**config.mk**
```make
export PLATFORM = sky130hd
export DESIGN_NAME = grid_island_transfer_controller
export DESIGN_NICKNAME = d
export VERILOG_FILES = /design/src/design/gitc_pkg.sv /design/src/design/gitc_csr.sv /design/src/design/gitc_core.sv /design/src/design/grid_island_transfer_controller.sv
export SDC_FILE = /design/constraint.sdc
export NUM_CORES = 1
export LEC_CHECK = 0
export BUFFER_PORTS_ARGS = -buffer_cell sky130_fd_sc_hd__buf_4
export CAP_MARGIN = 20
export CORE_MARGIN = 3
export CORE_UTILIZATION = 28
export DETAILED_ROUTE_END_ITERATION = 16
export GPL_TIMING_DRIVEN = 0
export PLACE_DENSITY = 0.44
export SYNTH_ARGS = -nofsm -noshare
export SYNTH_HDL_FRONTEND = slang
export SYNTH_SLANG_ARGS = --single-unit
```
**constraint.sdc**
```tcl
create_clock -name clock -period 5 [get_ports clock]
set_input_delay 0.75 -clock clock [delete_from_list [all_inputs] [get_ports clock]]
set_output_delay 0.75 -clock clock [all_outputs]
set_load 0.02 [all_outputs]
```
**src/design/gitc_pkg.sv**
```systemverilog
package gitc_pkg;

   localparam int unsigned AddrWidth = 5;
   localparam int unsigned DataWidth = 32;

   typedef enum logic [2:0] {
      ST_OFF       = 3'd0,
      ST_TO_GRID   = 3'd1,
      ST_TO_ISLAND = 3'd2,
      ST_GRID      = 3'd3,
      ST_ISLAND    = 3'd4,
      ST_ERROR     = 3'd5
   } state_type;

   typedef enum logic [1:0] {
      MODE_OFF       = 2'd0,
      MODE_AUTOMATIC = 2'd1,
      MODE_ISLAND    = 2'd2,
      MODE_GRID      = 2'd3
   } mode_type;

   typedef enum logic [2:0] {
      ERR_NONE         = 3'd0,
      ERR_TEMP         = 3'd1,
      ERR_OV           = 3'd2,
      ERR_STUCK_GRID   = 3'd3,
      ERR_STUCK_ISLAND = 3'd4
   } error_type;

   localparam logic [2:0] REG_SOC_MIN       = 3'd0;
   localparam logic [2:0] REG_SOC_MAX       = 3'd1;
   localparam logic [2:0] REG_SOC_EMERGENCY = 3'd2;
   localparam logic [2:0] REG_SWITCH_VOLT   = 3'd3;
   localparam logic [2:0] REG_RELAY_TIMEOUT = 3'd4;

   localparam logic [9:0]  SOC_MIN_RESET       = 10'd300;
   localparam logic [9:0]  SOC_MAX_RESET       = 10'd900;
   localparam logic [9:0]  SOC_EMERGENCY_RESET = 10'd100;
   localparam logic [11:0] SWITCH_VOLT_RESET   = 12'd200;
   localparam logic [15:0] RELAY_TIMEOUT_RESET = 16'd2000;

   typedef struct packed {
      logic [9:0]  soc_min;
      logic [9:0]  soc_max;
      logic [9:0]  soc_emergency;
      logic [11:0] switch_voltage;
      logic [15:0] relay_timeout_ms;
   } cfg_type;

   typedef struct packed {
      logic        cmd;
      mode_type    mode;
      logic        over_temperature;
      logic        grid_overvoltage;
      logic        grid_present;
      logic        load_live;
      logic [9:0]  charge_level;
      logic [11:0] load_voltage;
      logic [31:0] now_ms;
   } item_type;

   typedef struct packed {
      state_type supply_state;
      logic      grid_relay_on;
      logic      island_relay_on;
      logic      path_select;
      error_type error_code;
   } result_type;

endpackage

```
**src/design/gitc_csr.sv**
```systemverilog
module gitc_csr (
   input  logic                                clock,
   input  logic                                reset,
   input  logic                                csr_psel,
   input  logic                                csr_penable,
   input  logic                                csr_pwrite,
   input  logic [gitc_pkg::AddrWidth-1:0]      csr_paddr,
   input  logic [gitc_pkg::DataWidth-1:0]      csr_pwdata,
   output logic [gitc_pkg::DataWidth-1:0]      csr_prdata,
   output gitc_pkg::cfg_type                   cfg
);

   gitc_pkg::cfg_type cfg_ff;
   gitc_pkg::cfg_type cfg_in;
   logic [2:0]        index;
   logic              write_en;

   assign index    = csr_paddr[4:2];
   assign write_en = csr_psel & csr_penable & csr_pwrite;

   always_comb begin
      cfg_in = cfg_ff;
      if (write_en) begin
         unique case (index)
            gitc_pkg::REG_SOC_MIN:       cfg_in.soc_min          = csr_pwdata[9:0];
            gitc_pkg::REG_SOC_MAX:       cfg_in.soc_max          = csr_pwdata[9:0];
            gitc_pkg::REG_SOC_EMERGENCY: cfg_in.soc_emergency    = csr_pwdata[9:0];
            gitc_pkg::REG_SWITCH_VOLT:   cfg_in.switch_voltage   = csr_pwdata[11:0];
            gitc_pkg::REG_RELAY_TIMEOUT: cfg_in.relay_timeout_ms = csr_pwdata[15:0];
            default: ;
         endcase
      end
   end

   always_comb begin
      unique case (index)
         gitc_pkg::REG_SOC_MIN:       csr_prdata = {22'd0, cfg_ff.soc_min};
         gitc_pkg::REG_SOC_MAX:       csr_prdata = {22'd0, cfg_ff.soc_max};
         gitc_pkg::REG_SOC_EMERGENCY: csr_prdata = {22'd0, cfg_ff.soc_emergency};
         gitc_pkg::REG_SWITCH_VOLT:   csr_prdata = {20'd0, cfg_ff.switch_voltage};
         gitc_pkg::REG_RELAY_TIMEOUT: csr_prdata = {16'd0, cfg_ff.relay_timeout_ms};
         default:                     csr_prdata = '0;
      endcase
   end

   always_ff @(posedge clock) begin
      if (reset) begin
         cfg_ff.soc_min          <= gitc_pkg::SOC_MIN_RESET;
         cfg_ff.soc_max          <= gitc_pkg::SOC_MAX_RESET;
         cfg_ff.soc_emergency    <= gitc_pkg::SOC_EMERGENCY_RESET;
         cfg_ff.switch_voltage   <= gitc_pkg::SWITCH_VOLT_RESET;
         cfg_ff.relay_timeout_ms <= gitc_pkg::RELAY_TIMEOUT_RESET;
      end else begin
         cfg_ff <= cfg_in;
      end
   end

   assign cfg = cfg_ff;

endmodule

```
**src/design/gitc_core.sv**
```systemverilog
module gitc_core (
   input  logic                   clock,
   input  logic                   reset,
   input  logic                   advance,
   input  gitc_pkg::item_type     item,
   input  gitc_pkg::cfg_type      cfg,
   output gitc_pkg::result_type   result
);

   gitc_pkg::state_type state_ff, state_in;
   gitc_pkg::error_type error_ff, error_in;
   logic [31:0]         start_ff, start_in;
   logic                path_ff, path_in;
   logic                dead;
   logic                grid;
   logic [31:0]         elapsed;
   logic                timed_out;

   assign dead      = item.load_voltage < cfg.switch_voltage;
   assign grid      = item.grid_present;
   assign elapsed   = item.now_ms - start_ff;
   assign timed_out = elapsed >= {16'd0, cfg.relay_timeout_ms};

   always_comb begin
      state_in = state_ff;
      error_in = error_ff;
      start_in = start_ff;
      path_in  = path_ff;
      if (item.cmd) begin
         if (state_ff == gitc_pkg::ST_ERROR) begin
            error_in = gitc_pkg::ERR_NONE;
            state_in = gitc_pkg::ST_OFF;
         end
      end else if (state_ff != gitc_pkg::ST_ERROR && item.over_temperature) begin
         state_in = gitc_pkg::ST_ERROR;
         error_in = gitc_pkg::ERR_TEMP;
      end else if (state_ff != gitc_pkg::ST_ERROR && item.grid_overvoltage) begin
         state_in = gitc_pkg::ST_ERROR;
         error_in = gitc_pkg::ERR_OV;
      end else begin
         unique case (state_ff)
            gitc_pkg::ST_OFF: begin
               if (item.mode == gitc_pkg::MODE_AUTOMATIC) begin
                  if (item.charge_level >= cfg.soc_min && !grid && dead) begin
                     state_in = gitc_pkg::ST_TO_ISLAND;
                     start_in = item.now_ms;
                  end else if (item.charge_level < cfg.soc_max && grid && dead) begin
                     state_in = gitc_pkg::ST_TO_GRID;
                     start_in = item.now_ms;
                  end
               end else if (item.mode == gitc_pkg::MODE_ISLAND) begin
                  if (item.charge_level > cfg.soc_emergency && dead) begin
                     state_in = gitc_pkg::ST_TO_ISLAND;
                     start_in = item.now_ms;
                  end
               end else if (item.mode == gitc_pkg::MODE_GRID) begin
                  if (grid && dead) begin
                     state_in = gitc_pkg::ST_TO_GRID;
                     start_in = item.now_ms;
                  end
               end
            end
            gitc_pkg::ST_ISLAND: begin
               if (item.charge_level < cfg.soc_emergency) begin
                  state_in = gitc_pkg::ST_OFF;
               end else if (item.mode == gitc_pkg::MODE_AUTOMATIC) begin
                  if (item.charge_level < cfg.soc_min && grid) begin
                     state_in = gitc_pkg::ST_TO_GRID;
                     start_in = item.now_ms;
                  end
               end else if (item.mode == gitc_pkg::MODE_OFF) begin
                  state_in = gitc_pkg::ST_OFF;
               end else if (item.mode == gitc_pkg::MODE_GRID && grid) begin
                  state_in = gitc_pkg::ST_TO_GRID;
                  start_in = item.now_ms;
               end
            end
            gitc_pkg::ST_GRID: begin
               if (item.mode == gitc_pkg::MODE_AUTOMATIC) begin
                  if (!grid && item.charge_level >= cfg.soc_min) begin
                     state_in = gitc_pkg::ST_TO_ISLAND;
                     start_in = item.now_ms;
                  end else if (!grid) begin
                     state_in = gitc_pkg::ST_OFF;
                  end else if (item.charge_level > cfg.soc_max) begin
                     state_in = gitc_pkg::ST_TO_ISLAND;
                     start_in = item.now_ms;
                  end
               end else if (item.mode == gitc_pkg::MODE_OFF) begin
                  state_in = gitc_pkg::ST_OFF;
               end else if (item.mode == gitc_pkg::MODE_ISLAND
                            && item.charge_level > cfg.soc_emergency) begin
                  state_in = gitc_pkg::ST_TO_ISLAND;
                  start_in = item.now_ms;
               end
            end
            gitc_pkg::ST_TO_GRID: begin
               if (!item.load_live) begin
                  state_in = gitc_pkg::ST_GRID;
                  path_in  = 1'b0;
               end else if (timed_out) begin
                  state_in = gitc_pkg::ST_ERROR;
                  error_in = gitc_pkg::ERR_STUCK_GRID;
               end
            end
            gitc_pkg::ST_TO_ISLAND: begin
               if (!item.load_live) begin
                  state_in = gitc_pkg::ST_ISLAND;
                  path_in  = 1'b1;
               end else if (timed_out) begin
                  state_in = gitc_pkg::ST_ERROR;
                  error_in = gitc_pkg::ERR_STUCK_ISLAND;
               end
            end
            default: ;
         endcase
      end
   end

   always_ff @(posedge clock) begin
      if (reset) begin
         state_ff <= gitc_pkg::ST_OFF;
         error_ff <= gitc_pkg::ERR_NONE;
         start_ff <= '0;
         path_ff  <= 1'b0;
      end else if (advance) begin
         state_ff <= state_in;
         error_ff <= error_in;
         start_ff <= start_in;
         path_ff  <= path_in;
      end
   end

   assign result.supply_state    = state_in;
   assign result.grid_relay_on   = state_in == gitc_pkg::ST_GRID;
   assign result.island_relay_on = state_in == gitc_pkg::ST_ISLAND;
   assign result.path_select     = path_in;
   assign result.error_code      = error_in;

endmodule

```
**src/design/grid_island_transfer_controller.sv**
```systemverilog
// Grid / island supply transfer controller. Each transaction on req_ is either a
// tick of sensor readings or a clear-error command and yields exactly one
// transaction on rsp_ with the supply state, relay drives, path select and error
// code after the update. A transaction is registered on entry and the state update
// is combinational logic from that register into the result register, so one
// transaction is taken every cycle while rsp_ready is high; the result register lets
// a new transaction enter while the previous result waits. Thresholds and the relay
// timeout are written through the psel/paddr port; the user must write them only
// while no transaction is in flight, which the block itself does not enforce.
module grid_island_transfer_controller (
   input  logic                             clock,
   input  logic                             reset,
   input  logic                             req_valid,
   output logic                             req_ready,
   input  logic                             req_cmd,
   input  logic [1:0]                       req_mode,
   input  logic                             req_over_temperature,
   input  logic                             req_grid_overvoltage,
   input  logic                             req_grid_present,
   input  logic                             req_load_live,
   input  logic [9:0]                       req_charge_level,
   input  logic [11:0]                      req_load_voltage,
   input  logic [31:0]                      req_now_ms,
   output logic                             rsp_valid,
   input  logic                             rsp_ready,
   output logic [2:0]                       rsp_supply_state,
   output logic                             rsp_grid_relay_on,
   output logic                             rsp_island_relay_on,
   output logic                             rsp_path_select,
   output logic [2:0]                       rsp_error_code,
   input  logic                             psel,
   input  logic                             penable,
   input  logic                             pwrite,
   input  logic [gitc_pkg::AddrWidth-1:0]   paddr,
   input  logic [gitc_pkg::DataWidth-1:0]   pwdata,
   output logic [gitc_pkg::DataWidth-1:0]   prdata,
   output logic                             pready
);

   gitc_pkg::cfg_type    cfg;
   gitc_pkg::item_type   item_ff, item_in;
   gitc_pkg::result_type result_ff, result_in;
   logic                 in_valid_ff, in_valid_in;
   logic                 out_valid_ff, out_valid_in;
   logic                 advance;
   logic                 req_take;

   assign pready = 1'b1;

   gitc_csr u_csr (
      .clock       (clock),
      .reset       (reset),
      .csr_psel    (psel),
      .csr_penable (penable),
      .csr_pwrite  (pwrite),
      .csr_paddr   (paddr),
      .csr_pwdata  (pwdata),
      .csr_prdata  (prdata),
      .cfg         (cfg)
   );

   assign advance   = in_valid_ff & (~out_valid_ff | rsp_ready);
   assign req_ready = ~in_valid_ff | advance;
   assign req_take  = req_valid & req_ready;

   assign in_valid_in  = req_take | (in_valid_ff & ~advance);
   assign out_valid_in = advance | (out_valid_ff & ~rsp_ready);

   always_comb begin
      item_in.cmd              = req_cmd;
      item_in.mode             = gitc_pkg::mode_type'(req_mode);
      item_in.over_temperature = req_over_temperature;
      item_in.grid_overvoltage = req_grid_overvoltage;
      item_in.grid_present     = req_grid_present;
      item_in.load_live        = req_load_live;
      item_in.charge_level     = req_charge_level;
      item_in.load_voltage     = req_load_voltage;
      item_in.now_ms           = req_now_ms;
   end

   gitc_core u_core (
      .clock   (clock),
      .reset   (reset),
      .advance (advance),
      .item    (item_ff),
      .cfg     (cfg),
      .result  (result_in)
   );

   always_ff @(posedge clock) begin
      if (reset) begin
         in_valid_ff  <= 1'b0;
         out_valid_ff <= 1'b0;
      end else begin
         in_valid_ff  <= in_valid_in;
         out_valid_ff <= out_valid_in;
      end
   end

   always_ff @(posedge clock) begin
      if (req_take) begin
         item_ff <= item_in;
      end
      if (advance) begin
         result_ff <= result_in;
      end
   end

   assign rsp_valid           = out_valid_ff;
   assign rsp_supply_state    = result_ff.supply_state;
   assign rsp_grid_relay_on   = result_ff.grid_relay_on;
   assign rsp_island_relay_on = result_ff.island_relay_on;
   assign rsp_path_select     = result_ff.path_select;
   assign rsp_error_code      = result_ff.error_code;

   assert property (@(posedge clock) disable iff (reset)
      rsp_valid && rsp_error_code != gitc_pkg::ERR_NONE
         |-> rsp_supply_state == gitc_pkg::ST_ERROR)
      else $error("error code reported outside the error state");

   assert property (@(posedge clock) disable iff (reset)
      rsp_valid |-> !(rsp_grid_relay_on && rsp_island_relay_on))
      else $error("both relays driven");

   assert property (@(posedge clock) disable iff (reset)
      in_valid_ff && !advance |-> !req_ready)
      else $error("input register overwritten while held");

   assert property (@(posedge clock) disable iff (reset)
      advance |=> rsp_valid)
      else $error("processed transaction lost");

endmodule
```
### Word-level counts from Yosys, hierarchy flattened

Index checks and enable logic that the tools add are counted.

* latch bits: 0
* logic and storage cells: 161
* output and inout bits: 44
* input port bits: 105
* bits in read-only memories: 0
* memories: 0
* RAM bits: 0
* flip-flop bits (word level): 169

* multipliers: 0
* div/mod/pow operators: 0
* equality and inequality tests: 27
* bitwise logic cells: 17
* shift operators: 0
* muxes and demuxes: 61
* reduce and logical (&&, ||, !) cells: 22
* $add $sub $neg: 1
* $lt $le $gt $ge: 8

Operator list (count)
* two-way mux 32 bit: 18
* two-way mux 3 bit: 33
* one-hot mux 32 bit (3 select lines): 1
* one-hot mux 16 bit (5 select lines): 1
* greater-or-equal comparator 32 x 16 -> 1 bit: 1
* subtractor 32 bit: 1
* less-than comparator 10 bit: 3
* greater-than comparator 10 bit: 2
* AND reduction 17 bit: 1
* equality test 3 x 2 -> 1 bit, second input constant: 5
* one-hot mux 3 bit (5 select lines): 1
* equality test 3 bit, second input constant: 4
* less-than comparator 12 bit: 1
* inequality test 4 bit, second input constant: 3
* logical AND 1 bit: 11
* greater-or-equal comparator 10 bit: 1
* AND reduction 2 bit: 5
* inequality test 4 x 1 -> 1 bit, second input constant: 2
* NOT 1 bit: 7
* AND 1 bit: 6
* equality test 3 x 1 -> 1 bit, second input constant: 2
* logical NOT 3 bit: 2
* inequality test 3 x 1 -> 1 bit, second input constant: 2
* inequality test 3 x 2 -> 1 bit, second input constant: 2
* other kinds (12): 21

### Longest topological paths before layout

Gate-level depths: netlist of run 1.

* word-level depth: 11
* depth in mapped cells: 21
* gate-level depth less buffers: 21

### Modules after synthesis

From an unflattened synthesis of run 1, not the netlist that was laid out.

* cells, all modules: 1170
* area total of the unflattened synthesis: 10816.6 sq um

By module, submodules not included
* gitc_core: area an instance 5661.7 sq um, sequential area each 780.7 sq um, cells each 783, instances 1
* gitc_csr: area an instance 2937.8 sq um, sequential area each 1161.1 sq um, cells each 305, instances 1
* grid_island_transfer_controller: area an instance 2217.1 sq um, sequential area each 2142.1 sq um, cells each 82, instances 1

### Worst setup path after synthesis of run 1

No wires, ideal clock.

* path type: register -> register
* start point: reg item_ff[0] in the netlist's numbering
* end point: reg result_ff, in the netlist rsp_supply_state[2], data pin
* data arrival time: 4.067 ns
* slack: 0.671 ns
* cell stages (with the launch flop): 21
* period minus slack after synthesis: 4.329 ns
* required time: 4.738 ns
* path buffers: 0
* setup time: 0.262 ns
* path through: edfxtp_1 -> inv_1 -> ha_1 -> fa_1 -> and2b_2 -> o2111ai_4 -> a211oi_4 -> o21ai_0 -> nor2b_1 -> xnor2_1 -> ha_1 -> nor2b_1 -> o21ai_0 -> o2111ai_1 -> and4bb_1 -> o2111ai_1 -> nor4b_2 -> nand4_2 -> o21ai_0 -> a31oi_1 -> or2_2

RTL lines
* from (decl): line grid_island_transfer_controller.sv:41 `gitc_pkg::item_type item_ff, item_in;`
* from (signal assigned): line grid_island_transfer_controller.sv:102 `item_ff <= item_in;`
* to (signal assigned): line grid_island_transfer_controller.sv:105 `result_ff <= result_in;`
* to (decl): line grid_island_transfer_controller.sv:42 `gitc_pkg::result_type result_ff, result_in;`

==> impl_metrics.prom, run 1 <==
# TYPE chip_impl_metric gauge
chip_impl_info{name="result_of_the_run",value="finished, final reports clean"} 1
chip_impl_metric{name="rows",unit=""} 70
chip_impl_metric{name="tightest_slew",unit="ps"} 1030
chip_impl_metric{name="non_filler_instances",unit=""} 1779
chip_impl_metric{name="worst_ir_drop_vdd",unit="mV"} 0.211
chip_impl_metric{name="p_int",unit="W"} 0.00239
chip_impl_metric{name="post-route-cell-area",unit="um^2"} 12600
chip_impl_metric{name="p_sw_share",unit="%"} 28.9
chip_impl_metric{name="num_vias",unit=""} 8511
chip_impl_info{name="postSynth.topFlopCell",value="sky130_fd_sc_hd__dfxtp_1"} 1
chip_impl_metric{name="die-width",unit="um"} 199
chip_impl_metric{name="boundaryPins",unit=""} 149
chip_impl_metric{name="clkSinkCount",unit=""} 169
chip_impl_metric{name="post_synth_xor_area_fraction",unit="%"} 1.76
chip_impl_info{name="worst_r2r_start",value="item_ff[0]$_DFFE_PP_"} 1
chip_impl_metric{name="synth_compound_gate_area_share",unit="%"} 18.6
chip_impl_metric{name="drt-total-wl",unit="um"} 31000
chip_impl_metric{name="global_route_usage_sum",unit="%"} 15.7
chip_impl_metric{name="die-area",unit="um^2"} 39700
chip_impl_metric{name="overflow",unit=""} 0
chip_impl_metric{name="number_of_buffers_inserted_by_port_buffering",unit=""} 111
chip_impl_metric{name="routed_wire_length_per_instance",unit="um"} 17.4
chip_impl_metric{name="ys_async_sr_fraction",unit="%"} 0
chip_impl_metric{name="synth_cell_types",unit=""} 90
chip_impl_metric{name="firstDrtPassIters",unit=""} 6
chip_impl_metric{name="m1WireLength",unit="um"} 15400
chip_impl_metric{name="wl_met2",unit="um"} 14000
chip_impl_metric{name="synth_seq_area_share",unit="%"} 39.1
chip_impl_metric{name="finalClockSkew",unit="ps"} 12.1
chip_impl_metric{name="cp_max_fo",unit=""} 6
chip_impl_metric{name="initial_utilization",unit="%"} 28.5
chip_impl_metric{name="grt_pass1_wl",unit="um"} 47800
chip_impl_metric{name="worstPathRequired",unit="ps"} 5190
chip_impl_metric{name="yosys_warnings",unit=""} 0
chip_impl_metric{name="area_growth_syn_to_layout",unit="%"} 20.5
chip_impl_metric{name="design.core.area",unit="um^2"} 36700
chip_impl_info{name="cts_tree",value="done"} 1
chip_impl_metric{name="min_period_over_period",unit="%"} 95.8
chip_impl_metric{name="synth_area_per_cell",unit="um^2"} 9.11
chip_impl_metric{name="timing.fmax",unit="GHz"} 0.209
chip_impl_metric{name="power.density_cell_area",unit="nW/um^2"} 267
chip_impl_metric{name="h-tree-depth",unit=""} 4
chip_impl_metric{name="clock_insertion_delay_worst_skew",unit="ps"} 450
chip_impl_metric{name="worst_setup_hold_path_clk_slew",unit="ps"} 80
chip_impl_metric{name="dpl-instance-area",unit="um^2"} 12000
chip_impl_metric{name="drt_drc_violations_left",unit=""} 0
chip_impl_info{name="min-delay-path-class",value="in2reg"} 1
chip_impl_metric{name="yosys_register_bits",unit=""} 169
chip_impl_metric{name="sw_power",unit="W"} 0.000970
chip_impl_metric{name="n_fill_cell",unit=""} 3855
chip_impl_info{name="cts_root_buffer",value="sky130_fd_sc_hd__clkbuf_16"} 1
chip_impl_metric{name="detail_route.iter0.violations",unit=""} 434
chip_impl_info{name="worst_setup_path_end_kind",value="flop"} 1
chip_impl_metric{name="cts.hold.buffers_added",unit=""} 0
chip_impl_metric{name="post-dp-hpwl",unit="um"} 24200
chip_impl_metric{name="pin_count_of_the_biggest_net_entering_global_routing",unit=""} 35
chip_impl_metric{name="number_of_flops_mapped_to_enable_cells_by_yosys",unit=""} 70
chip_impl_metric{name="synthSimpleGateAreaFrac",unit="%"} 15.3
chip_impl_metric{name="yosys.area.top_type_share",unit="%"} 20.1
chip_impl_metric{name="drtAntennaViolNets",unit=""} 0
chip_impl_metric{name="max-slew-margin-rel",unit="%"} 31.6
chip_impl_metric{name="timing.critical_path.arrival",unit="ps"} 4980
chip_impl_metric{name="cts_buffer_depth",unit=""} 2
chip_impl_info{name="top_cells_by_area_in_the_synthesized_netlist",value="sky130_fd_sc_hd__edfxtp_1 20%, sky130_fd_sc_hd__dfxtp_1 19%, sky130_fd_sc_hd__ha_1 11%, sky130_fd_sc_hd__mux2i_1 6.4%, sky130_fd_sc_hd__nand2_1 4.5%"} 1
chip_impl_info{name="setup.worst_path.start",value="item_ff[0]$_DFFE_PP_"} 1
chip_impl_metric{name="finalNetCount",unit=""} 1497
chip_impl_metric{name="period_minus_ws_final",unit="ps"} 4790
chip_impl_metric{name="finalSetupViolations",unit=""} 0
chip_impl_info{name="routed.top_layer",value="met4"} 1
chip_impl_info{name="grt_setup_unrepaired",value="yes"} 1
chip_impl_info{name="min-delay-start",value="req_now_ms[17]"} 1
chip_impl_metric{name="insertedDiodeCount",unit=""} 0
chip_impl_metric{name="yosys-mux-area-fraction",unit="%"} 6.53
chip_impl_metric{name="synthesis.instances",unit=""} 1147
chip_impl_metric{name="drive_above_1_share",unit="%"} 17.5
chip_impl_metric{name="maxCapViolations",unit=""} 0
chip_impl_metric{name="route.met3.wl",unit="um"} 1160
chip_impl_metric{name="combinational_share_of_power",unit="%"} 16.0
chip_impl_metric{name="number_of_antenna_violations_at_the_first_check_in_global_routing",unit=""} 0
chip_impl_metric{name="p_leak",unit="nW"} 4.88
chip_impl_info{name="type_of_element_launching_the_critical_path",value="flop"} 1
chip_impl_metric{name="placedCellCount",unit=""} 1743
chip_impl_metric{name="gpl.final_weighted_congestion",unit=""} 0.869
chip_impl_info{name="crit_type",value="reg2reg"} 1
chip_impl_metric{name="first_global_vias",unit=""} 8422
chip_impl_metric{name="share_clk_of_total_power",unit="%"} 39.0
chip_impl_info{name="synth_top_family_by_area",value="compound AO/OA/AOI/OAI gates"} 1
chip_impl_metric{name="power_frac_seq",unit="%"} 45.0
chip_impl_metric{name="postLayoutCoreUtil",unit="%"} 34.3
chip_impl_metric{name="cts_inserted_buffers",unit=""} 17
chip_impl_metric{name="route.detailed.vias_per_inst",unit=""} 4.78
chip_impl_metric{name="finalHoldViolCount",unit=""} 0
chip_impl_metric{name="synth.cell_area",unit="um^2"} 10500
chip_impl_metric{name="die_height",unit="um"} 199
chip_impl_metric{name="post_synth_fa_ha_maj_area_fraction",unit="%"} 11.3
chip_impl_info{name="synth_top_area_cell",value="sky130_fd_sc_hd__edfxtp_1"} 1
chip_impl_metric{name="maxSlewViolCount",unit=""} 0
## logic make-up after synthesis
group                    count (synthesis)
AO/OA/AOI/OAI                          279
XOR/XNOR                                21
adder cells (fa/ha/maj)                 94
buffers and inverters                  173
flip-flops                             169
multiplexers                            68
other                                    2
AND/OR/NAND/NOR                        341
## placed cells by master, fill, tap and decap left out, drive strengths merged, types with 4 or more instances in the layout
| master | instances |
|---|---|
| buf | 151 |
| nand2 | 125 |
| nor2 | 113 |
| inv | 112 |
| dfxtp | 99 |
| a21oi | 94 |
| ha | 93 |
| edfxtp | 70 |
| mux2i | 67 |
| clkbuf | 54 |
| o21ai | 36 |
| o211ai | 31 |
| nand4 | 24 |
| a21o | 18 |
| conb | 17 |
| xnor2 | 13 |
| o21a | 12 |
| o22ai | 12 |
| a31oi | 12 |
| nor2b | 11 |
| nand3 | 11 |
| nand2b | 10 |
| and3 | 9 |
| nor3 | 9 |
| a211oi | 9 |
| xor2 | 8 |
| or2 | 8 |
| o21bai | 7 |
| and2 | 5 |
| nor4 | 5 |
| o31ai | 5 |
| o2111ai | 5 |
| nor4b | 4 |
| clkinv | 4 |
## path summary, 6_finish.rpt
kind,endpoint,depth (start not counted),slack (ps)
min,item_ff[17]$_DFFE_PP_,1,470
min reg2reg,u_core.path_ff$_SDFFE_PP0P_,2,480
max,rsp_error_code[1]$_DFFE_PP_,21,210
max reg2reg,rsp_error_code[1]$_DFFE_PP_,21,210
## worst max-delay path, cell delays in order, from the launching register on
cell and delay, ps:
sky130_fd_sc_hd__edfxtp_1 350, sky130_fd_sc_hd__inv_1 50, sky130_fd_sc_hd__ha_1 220, sky130_fd_sc_hd__fa_2 360, sky130_fd_sc_hd__and2b_2 260, sky130_fd_sc_hd__o2111ai_4 140, sky130_fd_sc_hd__a211oi_4 310, sky130_fd_sc_hd__o21ai_1 90
sky130_fd_sc_hd__nor2b_1 160, sky130_fd_sc_hd__xnor2_1 230, sky130_fd_sc_hd__ha_1 280, sky130_fd_sc_hd__nor2b_1 130, sky130_fd_sc_hd__o21ai_1 130, sky130_fd_sc_hd__o2111ai_1 110, sky130_fd_sc_hd__and4bb_1 290, sky130_fd_sc_hd__o2111ai_1 130
sky130_fd_sc_hd__nor4b_2 380, sky130_fd_sc_hd__nand4_2 140, sky130_fd_sc_hd__buf_6 170, sky130_fd_sc_hd__o21ba_2 250, sky130_fd_sc_hd__o31ai_2 260, sky130_fd_sc_hd__nand2_1 90
## sequential cells by signal (all words and copies together), names as in the netlist
name	cells
u_csr.cfg	58
in_valid_ff	1
rsp_path_select	1
item_ff	61
rsp_grid_relay_on	1
rsp_island_relay_on	1
u_core.error_ff	3
u_core.start_ff	32
rsp_valid	1
rsp_supply_state	3
u_core.path_ff	1
rsp_error_code	3
u_core.state_ff	3
## cell type report
class	count	area, um^2	area share (%)
Clock inverter	11	85.1	0.676
Timing Repair Buffer	117	892	7.09
Inverter	106	398	3.16
Multi-Input combinational cell	820	5700	45.2
Tap cell	468	586	4.65
Sequential cell	169	4080	32.4
Buffer	67	377	2.99
Clock buffer	21	472	3.75
## power groups by stage
stage	combinational (W)	clock, W	sequential (W)
2_1_floorplan	0.000345	0	0.00154
3_3_place_gp	0.000527	0	0.00155
3_5_place_dp	0.000533	0	0.00154
4_1_cts	0.000537	0.00137	0.00151
5_1_grt	0.000599	0.00142	0.00152
6_report	0.000538	0.00131	0.00151
## layer usage
| layer | track usage (%) | vias up |
|---|---|---|
| li1 | - | 4348 |
| met1 | 22.2 | 3986 |
| met2 | 25.1 | 155 |
| met3 | 2.58 | 22 |
| met4 | 3.96 | 0 |
| met5 | 0 | - |
## metrics by stage
step	setup WS (ps)	hold slack (ps)	total power [W]	setup TNS, ps
floorplan	671	445	0.00188	0
global placement	-73.7	462	0.00208	-153
detailed placement	-87.4	471	0.00208	-358
CTS	43.9	436	0.00342	0
global route	-37.8	444	0.00353	-95.1
finish	211	469	0.00336	0
## Yosys cell counts, drive strengths merged, types with 7 or more instances
cell    instances
nand2         125
nor2          113
inv           106
dfxtp          99
a21oi          94
ha             93
edfxtp         70
mux2i          67
o21ai          36
buf            34
clkbuf         33
o211ai         31
nand4          24
a21o           18
xnor2          13
a31oi          12
o21a           12
o22ai          12
nand3          11
nor2b          11
nand2b         10
a211oi          9
and3            9
nor3            9
or2             8
xor2            8
o21bai          7
## repair_timing
item                       CTS  global route
buffers inserted             3             1
setup endpoints to repair    8            13
pin swaps                    3            10
gates resized for setup      0            14
Note: power is estimated with default switching activity, not from simulation.
==> inputs of run 2 (changes only) <==
Settings changed: CORE_UTILIZATION 28 to 58, PLACE_DENSITY 0.44 to 0.8.
==> impl_metrics.prom, run 2 (same netlist as run 1, synthesis figures left out) <==
# TYPE chip_impl_metric gauge
chip_impl_info{name="result_of_the_run",value="finished, final reports clean"} 1
chip_impl_metric{name="cts_buffer_depth",unit=""} 2
chip_impl_metric{name="global_route_usage_sum",unit="%"} 27.0
chip_impl_info{name="type_of_element_launching_the_critical_path",value="flop"} 1
chip_impl_metric{name="worst_ir_drop_vdd",unit="mV"} 0.329
chip_impl_metric{name="area_growth_syn_to_layout",unit="%"} 18.9
chip_impl_metric{name="route.detailed.vias_per_inst",unit=""} 5.79
chip_impl_metric{name="die-area",unit="um^2"} 19700
chip_impl_metric{name="die-width",unit="um"} 140
chip_impl_metric{name="max-slew-margin-rel",unit="%"} 48.4
chip_impl_metric{name="rows",unit=""} 48
chip_impl_metric{name="overflow",unit=""} 0
chip_impl_metric{name="rr_worst_depth",unit=""} 21
chip_impl_metric{name="setup.reg_to_reg.worst_slack",unit="ps"} 300
chip_impl_metric{name="final_worst_setup_slack",unit="ps"} 297
chip_impl_info{name="endpoint",value="rsp_supply_state[2]$_DFFE_PP_"} 1
chip_impl_info{name="worst_r2r_start",value="item_ff[0]$_DFFE_PP_"} 1
chip_impl_info{name="layout.cells.most_common_list",value="131 x sky130_fd_sc_hd__buf_4, 125 x sky130_fd_sc_hd__nand2_1, 112 x sky130_fd_sc_hd__nor2_1, 105 x sky130_fd_sc_hd__inv_1, 99 x sky130_fd_sc_hd__dfxtp_1"} 1
chip_impl_metric{name="p_leak",unit="nW"} 4.92
chip_impl_metric{name="finalHoldViolCount",unit=""} 0
chip_impl_metric{name="num_vias",unit=""} 8892
chip_impl_metric{name="insertedDiodeCount",unit=""} 0
chip_impl_metric{name="largest_register_ff_count",unit=""} 61
chip_impl_metric{name="maxCapViolations",unit=""} 0
chip_impl_info{name="final_common_cell",value="sky130_fd_sc_hd__buf_4"} 1
chip_impl_metric{name="post-dp-hpwl",unit="um"} 20100
chip_impl_info{name="cts_tree",value="done"} 1
chip_impl_metric{name="clock_insertion_delay_worst_skew",unit="ps"} 440
chip_impl_metric{name="worst_setup_hold_path_clk_slew",unit="ps"} 80
chip_impl_metric{name="timing.critical_path.arrival",unit="ps"} 4890
chip_impl_metric{name="timing.fmax",unit="GHz"} 0.213
chip_impl_info{name="cts_root_buffer",value="sky130_fd_sc_hd__clkbuf_16"} 1
chip_impl_metric{name="number_of_antenna_violations_at_the_first_check_in_global_routing",unit=""} 0
chip_impl_info{name="min-delay-path-class",value="in2reg"} 1
chip_impl_metric{name="h-tree-depth",unit=""} 4
chip_impl_info{name="setup.worst_path.start",value="item_ff[0]$_DFFE_PP_"} 1
chip_impl_metric{name="drive_above_1_share",unit="%"} 17.7
chip_impl_info{name="crit_type",value="reg2reg"} 1
chip_impl_info{name="register_containing_the_most_flip_flops_in_the_final_layout",value="item_ff"} 1
chip_impl_metric{name="tightest_slew",unit="ps"} 767
chip_impl_metric{name="grt_pass1_wl",unit="um"} 42900
chip_impl_info{name="timing.rr.end",value="rsp_supply_state[2]$_DFFE_PP_"} 1
chip_impl_metric{name="clkSinkCount",unit=""} 169
chip_impl_metric{name="gpl.final_weighted_congestion",unit=""} 0.952
chip_impl_metric{name="drt-total-wl",unit="um"} 26700
chip_impl_metric{name="drtAntennaViolNets",unit=""} 0
chip_impl_metric{name="die_height",unit="um"} 140
chip_impl_metric{name="initial_utilization",unit="%"} 59.8
chip_impl_metric{name="boundaryPins",unit=""} 149
chip_impl_metric{name="cts_inserted_buffers",unit=""} 17
chip_impl_metric{name="n_fill_cell",unit=""} 1329
chip_impl_metric{name="drt_drc_violations_left",unit=""} 0
chip_impl_metric{name="finalNetCount",unit=""} 1496
chip_impl_metric{name="maxSlewViolCount",unit=""} 0
chip_impl_metric{name="setup_tns",unit="ps"} 0
chip_impl_metric{name="pin_count_of_the_biggest_net_entering_global_routing",unit=""} 33
chip_impl_metric{name="finalClockSkew",unit="ps"} 11.6
chip_impl_metric{name="routed_wire_length_per_instance",unit="um"} 17.4
chip_impl_metric{name="design.core.area",unit="um^2"} 17500
chip_impl_metric{name="finalSetupViolations",unit=""} 0
chip_impl_metric{name="worstPathRequired",unit="ps"} 5190
chip_impl_info{name="worst_setup_path_end_kind",value="flop"} 1
chip_impl_metric{name="number_of_buffers_inserted_by_port_buffering",unit=""} 111
chip_impl_metric{name="cp_max_fo",unit=""} 6
chip_impl_metric{name="firstDrtPassIters",unit=""} 5
chip_impl_metric{name="dpl_worst_slack",unit="ps"} 121
chip_impl_metric{name="min_period_over_period",unit="%"} 94.1
chip_impl_metric{name="detail_route.iter0.violations",unit=""} 657
chip_impl_metric{name="first_global_vias",unit=""} 8475
chip_impl_metric{name="period_minus_ws_final",unit="ps"} 4700
chip_impl_metric{name="power.density_cell_area",unit="nW/um^2"} 280
-- run 2: changes by cell type in the layout (fill, tap and decap cells not counted), sizes merged --
cell / change
clkbuf: -4
buf: -2
bufinv: +2
inv: +2
clkdlybuf4s18: +1
-- run 2: critical path, stage by stage, from the launching register on --
cell	delay [ps]
sky130_fd_sc_hd__edfxtp_1	350
sky130_fd_sc_hd__inv_1	50
sky130_fd_sc_hd__ha_1	230
sky130_fd_sc_hd__fa_2	370
sky130_fd_sc_hd__and2b_2	260
sky130_fd_sc_hd__o2111ai_4	140
sky130_fd_sc_hd__a211oi_4	280
sky130_fd_sc_hd__o21ai_0	100
sky130_fd_sc_hd__nor2b_1	150
sky130_fd_sc_hd__xnor2_1	170
sky130_fd_sc_hd__ha_1	260
sky130_fd_sc_hd__nor2b_1	130
sky130_fd_sc_hd__o21ai_1	130
sky130_fd_sc_hd__o2111ai_1	110
sky130_fd_sc_hd__and4bb_1	280
sky130_fd_sc_hd__o2111ai_1	130
sky130_fd_sc_hd__nor4b_2	340
sky130_fd_sc_hd__nand4_2	140
sky130_fd_sc_hd__buf_6	180
sky130_fd_sc_hd__o21ai_4	180
sky130_fd_sc_hd__a31oi_4	140
sky130_fd_sc_hd__or2_2	310
-- run 2: repair_timing --
action / 4_1_cts / 5_1_grt
setup endpoints to repair: 0 / 13
resized for setup: 0 / 21
hold buffers: 0 / 0
setup buffers: 0 / 3
-- run 2: area by class of cell --
cell class | instances | area, um^2 | share of cell area [%]
buffer | 67 | 377 | 3.03
clock buffer | 17 | 425 | 3.42
clock inverter | 15 | 220 | 1.77
inverter | 106 | 398 | 3.20
multi-input combinational | 820 | 5750 | 46.3
sequential | 169 | 4080 | 32.9
tap | 225 | 282 | 2.26
timing repair buffer | 116 | 893 | 7.19
-- run 2: per-stage QoR --
step	instances	utilization [%]	cell area (um^2)	hold slack, ps	power [W]
5_1_grt	1535	71.1	12400	458	0.00362
6_report	1535	71.1	12400	476	0.00348
4_1_cts	1532	70.4	12300	468	0.00348
3_5_place_dp	1500	66.7	11700	466	0.00205
3_3_place_gp	1498	66.5	11600	459	0.00204
2_1_floorplan	1162	-	10500	445	0.00188
-- run 2: power by group --
part | switching, W | internal, W | total (W)
clock network | 0.000653 | 0.000777 | 0.00143
registers | 0.0000295 | 0.00148 | 0.00151
logic | 0.000313 | 0.000222 | 0.000535
-- run 2: per-layer routing --
metal	share of wire [%]	vias up	global-route usage, %
met2	46	364	41.9
met5	0	-	0
met3	8.4	48	5.74
li1	-	4345	-
met4	2.2	0	8.06
met1	43	4135	38.1
-- run 2: worst min-delay path by stage --
stage / startpoint / cells after the start / to / slack [ps]
after global placement: u_csr.cfg[15]$_SDFFE_PP0P_ / 2 / u_csr.cfg[15]$_SDFFE_PP0P_ / 460
final: req_load_voltage[5] / 1 / item_ff[37]$_DFFE_PP_ / 480
after floorplan: u_csr.cfg[12]$_SDFFE_PP0P_ / 2 / u_csr.cfg[12]$_SDFFE_PP0P_ / 440
after CTS: req_load_voltage[6] / 1 / item_ff[38]$_DFFE_PP_ / 470
after global routing: req_now_ms[3] / 1 / item_ff[3]$_DFFE_PP_ / 460
after detailed placement: u_csr.cfg[26]$_SDFFE_PP0P_ / 2 / u_csr.cfg[26]$_SDFFE_PP0P_ / 470
==> inputs of run 3 (changes only) <==
Settings changed: CELL_PAD_IN_SITES_DETAIL_PLACEMENT set to 2, CELL_PAD_IN_SITES_GLOBAL_PLACEMENT set to 2, CORE_UTILIZATION 58 to 36.
==> impl_metrics.prom, run 3 (same netlist as run 1, synthesis figures left out) <==
# TYPE chip_impl_metric gauge
chip_impl_info{name="result_of_the_run",value="finished, final reports clean"} 1
chip_impl_metric{name="max-slew-margin-rel",unit="%"} 36.8
chip_impl_info{name="cts_root_buffer",value="sky130_fd_sc_hd__clkbuf_16"} 1
chip_impl_metric{name="cts_buffer_depth",unit=""} 2
chip_impl_metric{name="finalHoldWorstSlack",unit="ps"} 473
chip_impl_metric{name="grt_pass1_wl",unit="um"} 55800
chip_impl_info{name="register_containing_the_most_flip_flops_in_the_final_layout",value="item_ff"} 1
chip_impl_metric{name="number_of_buffers_inserted_by_port_buffering",unit=""} 111
chip_impl_info{name="grt_setup_unrepaired",value="yes"} 1
chip_impl_info{name="type_of_element_launching_the_critical_path",value="flop"} 1
chip_impl_metric{name="die-width",unit="um"} 176
chip_impl_metric{name="worst_setup_hold_path_clk_slew",unit="ps"} 70
chip_impl_metric{name="timing.fmax",unit="GHz"} 0.202
chip_impl_metric{name="design.core.area",unit="um^2"} 28200
chip_impl_metric{name="setup.reg_to_reg.worst_slack",unit="ps"} 40
chip_impl_metric{name="clock_insertion_delay_worst_skew",unit="ps"} 450
chip_impl_metric{name="boundaryPins",unit=""} 149
chip_impl_metric{name="power.density_cell_area",unit="nW/um^2"} 277
chip_impl_metric{name="drt_drc_violations_left",unit=""} 0
chip_impl_metric{name="n_fill_cell",unit=""} 3066
chip_impl_metric{name="postLayoutCoreUtil",unit="%"} 44.9
chip_impl_metric{name="finalClockSkew",unit="ps"} 16.6
chip_impl_metric{name="clkSinkCount",unit=""} 169
chip_impl_metric{name="cts_inserted_buffers",unit=""} 17
chip_impl_metric{name="finalSetupViolations",unit=""} 0
chip_impl_metric{name="num_vias",unit=""} 9108
chip_impl_metric{name="initial_utilization",unit="%"} 37.1
chip_impl_metric{name="p_total",unit="W"} 0.00351
chip_impl_info{name="timing.rr.end",value="rsp_supply_state[2]$_DFFE_PP_"} 1
chip_impl_metric{name="worst_ir_drop_vdd",unit="mV"} 0.246
chip_impl_metric{name="maxCapViolations",unit=""} 0
chip_impl_metric{name="post-dp-hpwl",unit="um"} 27200
chip_impl_metric{name="drtAntennaViolNets",unit=""} 0
chip_impl_info{name="final_common_cell",value="sky130_fd_sc_hd__buf_4"} 1
chip_impl_info{name="cts_tree",value="done"} 1
chip_impl_metric{name="tightest_slew",unit="ps"} 947
chip_impl_metric{name="finalNetCount",unit=""} 1501
chip_impl_metric{name="pin_count_of_the_biggest_net_entering_global_routing",unit=""} 62
chip_impl_metric{name="firstDrtPassIters",unit=""} 4
chip_impl_metric{name="gpl.final_weighted_congestion",unit=""} 0.853
chip_impl_info{name="min_delay_worst_endpoint",value="u_csr.cfg[14]$_SDFFE_PP0P_"} 1
chip_impl_metric{name="min_period_over_period",unit="%"} 99.1
chip_impl_metric{name="die-area",unit="um^2"} 31100
chip_impl_info{name="min-delay-start",value="u_csr.cfg[14]$_SDFFE_PP0P_"} 1
chip_impl_metric{name="p_leak",unit="nW"} 4.95
chip_impl_metric{name="period_minus_ws_final",unit="ps"} 4960
chip_impl_metric{name="timing.critical_path.arrival",unit="ps"} 5140
chip_impl_metric{name="h-tree-depth",unit=""} 4
chip_impl_info{name="crit_type",value="reg2reg"} 1
chip_impl_metric{name="area_growth_syn_to_layout",unit="%"} 21.0
chip_impl_metric{name="cts.hold.buffers_added",unit=""} 0
chip_impl_metric{name="maxSlewViolCount",unit=""} 0
chip_impl_metric{name="worstPathRequired",unit="ps"} 5180
chip_impl_metric{name="finalHoldViolCount",unit=""} 0
chip_impl_metric{name="routed_wire_length_per_instance",unit="um"} 21.2
chip_impl_metric{name="detail_route.iter0.violations",unit=""} 500
chip_impl_metric{name="global_route_usage_sum",unit="%"} 22.9
chip_impl_metric{name="cp_max_fo",unit=""} 6
chip_impl_info{name="layout.cells.most_common_list",value="137 x sky130_fd_sc_hd__buf_4, 125 x sky130_fd_sc_hd__nand2_1, 112 x sky130_fd_sc_hd__nor2_1, 104 x sky130_fd_sc_hd__inv_1, 99 x sky130_fd_sc_hd__dfxtp_1"} 1
chip_impl_metric{name="die_height",unit="um"} 176
chip_impl_info{name="min-delay-path-class",value="reg2reg"} 1
chip_impl_metric{name="drive_above_1_share",unit="%"} 18.5
chip_impl_info{name="worst_r2r_start",value="item_ff[0]$_DFFE_PP_"} 1
chip_impl_metric{name="rows",unit=""} 61
chip_impl_metric{name="largest_register_ff_count",unit=""} 61
chip_impl_metric{name="first_global_vias",unit=""} 9965
chip_impl_metric{name="hold_path_depth",unit=""} 2
chip_impl_metric{name="overflow",unit=""} 0
chip_impl_metric{name="route.detailed.vias_per_inst",unit=""} 5.38
chip_impl_metric{name="insertedDiodeCount",unit=""} 0
chip_impl_info{name="worst_setup_path_end_kind",value="flop"} 1
chip_impl_metric{name="rr_worst_depth",unit=""} 21
chip_impl_metric{name="drt-total-wl",unit="um"} 35900
chip_impl_metric{name="number_of_antenna_violations_at_the_first_check_in_global_routing",unit=""} 0
## run 3: cell count changes in the layout (fill, tap and decap cells not counted), moves of 2 or more
cell / before / now
sky130_fd_sc_hd__o21ai_1: 8 / 10
sky130_fd_sc_hd__ha_1: 93 / 91
sky130_fd_sc_hd__buf_4: 131 / 137
sky130_fd_sc_hd__clkinv_8: 4 / 1
sky130_fd_sc_hd__inv_8: 7 / 0
sky130_fd_sc_hd__inv_6: 1 / 4
sky130_fd_sc_hd__clkbuf_8: 0 / 2
sky130_fd_sc_hd__clkinv_4: 0 / 4
sky130_fd_sc_hd__clkbuf_16: 17 / 19
sky130_fd_sc_hd__o21ai_0: 24 / 22
## run 3: metrics by stage
| stage | instances | worst slack (ps) | area, um^2 | setup TNS (ps) |
|---|---|---|---|---|
| finish | 1693 | 43.4 | 12600 | 0 |
| global route | 1693 | -242 | 12600 | -1680 |
| CTS | 1687 | 21.6 | 12500 | 0 |
| detailed placement | 1652 | -162 | 11800 | -792 |
| global placement | 1651 | -10.4 | 11800 | -10.4 |
| floorplan | 1162 | 671 | 10500 | 0 |
## run 3: area by class of cell
type / instances / area, um^2 / share of cell area, %
Multi-Input combinational cell: 820 / 5760 / 45.6
Sequential cell: 169 / 4080 / 32.3
Inverter: 106 / 398 / 3.15
Tap cell: 378 / 473 / 3.74
Clock buffer: 21 / 503 / 3.98
Clock inverter: 11 / 123 / 0.970
Timing Repair Buffer: 121 / 918 / 7.27
Buffer: 67 / 377 / 2.98
## run 3: timing repair
action	4_1_cts	5_1_grt
gates resized for setup	1	27
pin swaps	5	20
setup endpoints to repair	9	14
setup buffers	3	6
## run 3: worst max-delay path, stage by stage (launching register included)
cell and delay, ps:
sky130_fd_sc_hd__edfxtp_1 370, sky130_fd_sc_hd__inv_2 60, sky130_fd_sc_hd__ha_4 160, sky130_fd_sc_hd__fa_2 390, sky130_fd_sc_hd__and2b_2 270, sky130_fd_sc_hd__o2111ai_4 180
sky130_fd_sc_hd__a211oi_4 300, sky130_fd_sc_hd__o21ai_1 120, sky130_fd_sc_hd__nor2b_4 150, sky130_fd_sc_hd__xnor2_2 150, sky130_fd_sc_hd__ha_1 320, sky130_fd_sc_hd__nor2b_1 130
sky130_fd_sc_hd__o21ai_1 150, sky130_fd_sc_hd__o2111ai_1 170, sky130_fd_sc_hd__and4bb_1 310, sky130_fd_sc_hd__o2111ai_2 150, sky130_fd_sc_hd__nor4b_4 350, sky130_fd_sc_hd__nand4_2 140
sky130_fd_sc_hd__buf_6 170, sky130_fd_sc_hd__o21ai_2 150, sky130_fd_sc_hd__a31oi_2 180, sky130_fd_sc_hd__or2_2 320
## run 3: where the power goes
part           internal, W  switching (W)
Clock             0.000788       0.000637
Combinational     0.000226       0.000340
Sequential         0.00148      0.0000321
Total              0.00250        0.00101
## run 3: how the worst max path moves through the flow
stage	cells past startpoint	to	slack, ps	start
after floorplan	20	rsp_supply_state[2]$_DFFE_PP_	670	item_ff[0]$_DFFE_PP_
after global placement	20	rsp_supply_state[2]$_DFFE_PP_	-10	item_ff[0]$_DFFE_PP_
after detailed placement	20	rsp_supply_state[2]$_DFFE_PP_	-160	item_ff[0]$_DFFE_PP_
after CTS	21	rsp_grid_relay_on$_DFFE_PP_	20	item_ff[0]$_DFFE_PP_
after global routing	20	rsp_supply_state[2]$_DFFE_PP_	-240	u_core.start_ff[1]$_SDFFE_PP0P_
final	21	rsp_supply_state[2]$_DFFE_PP_	40	item_ff[0]$_DFFE_PP_
## run 3: metal layers
metal  wire [um]  track usage, %
met3        1310            2.97
met5           0               0
met2       18200            40.8
met4         374            4.65
met1       16000            29.7
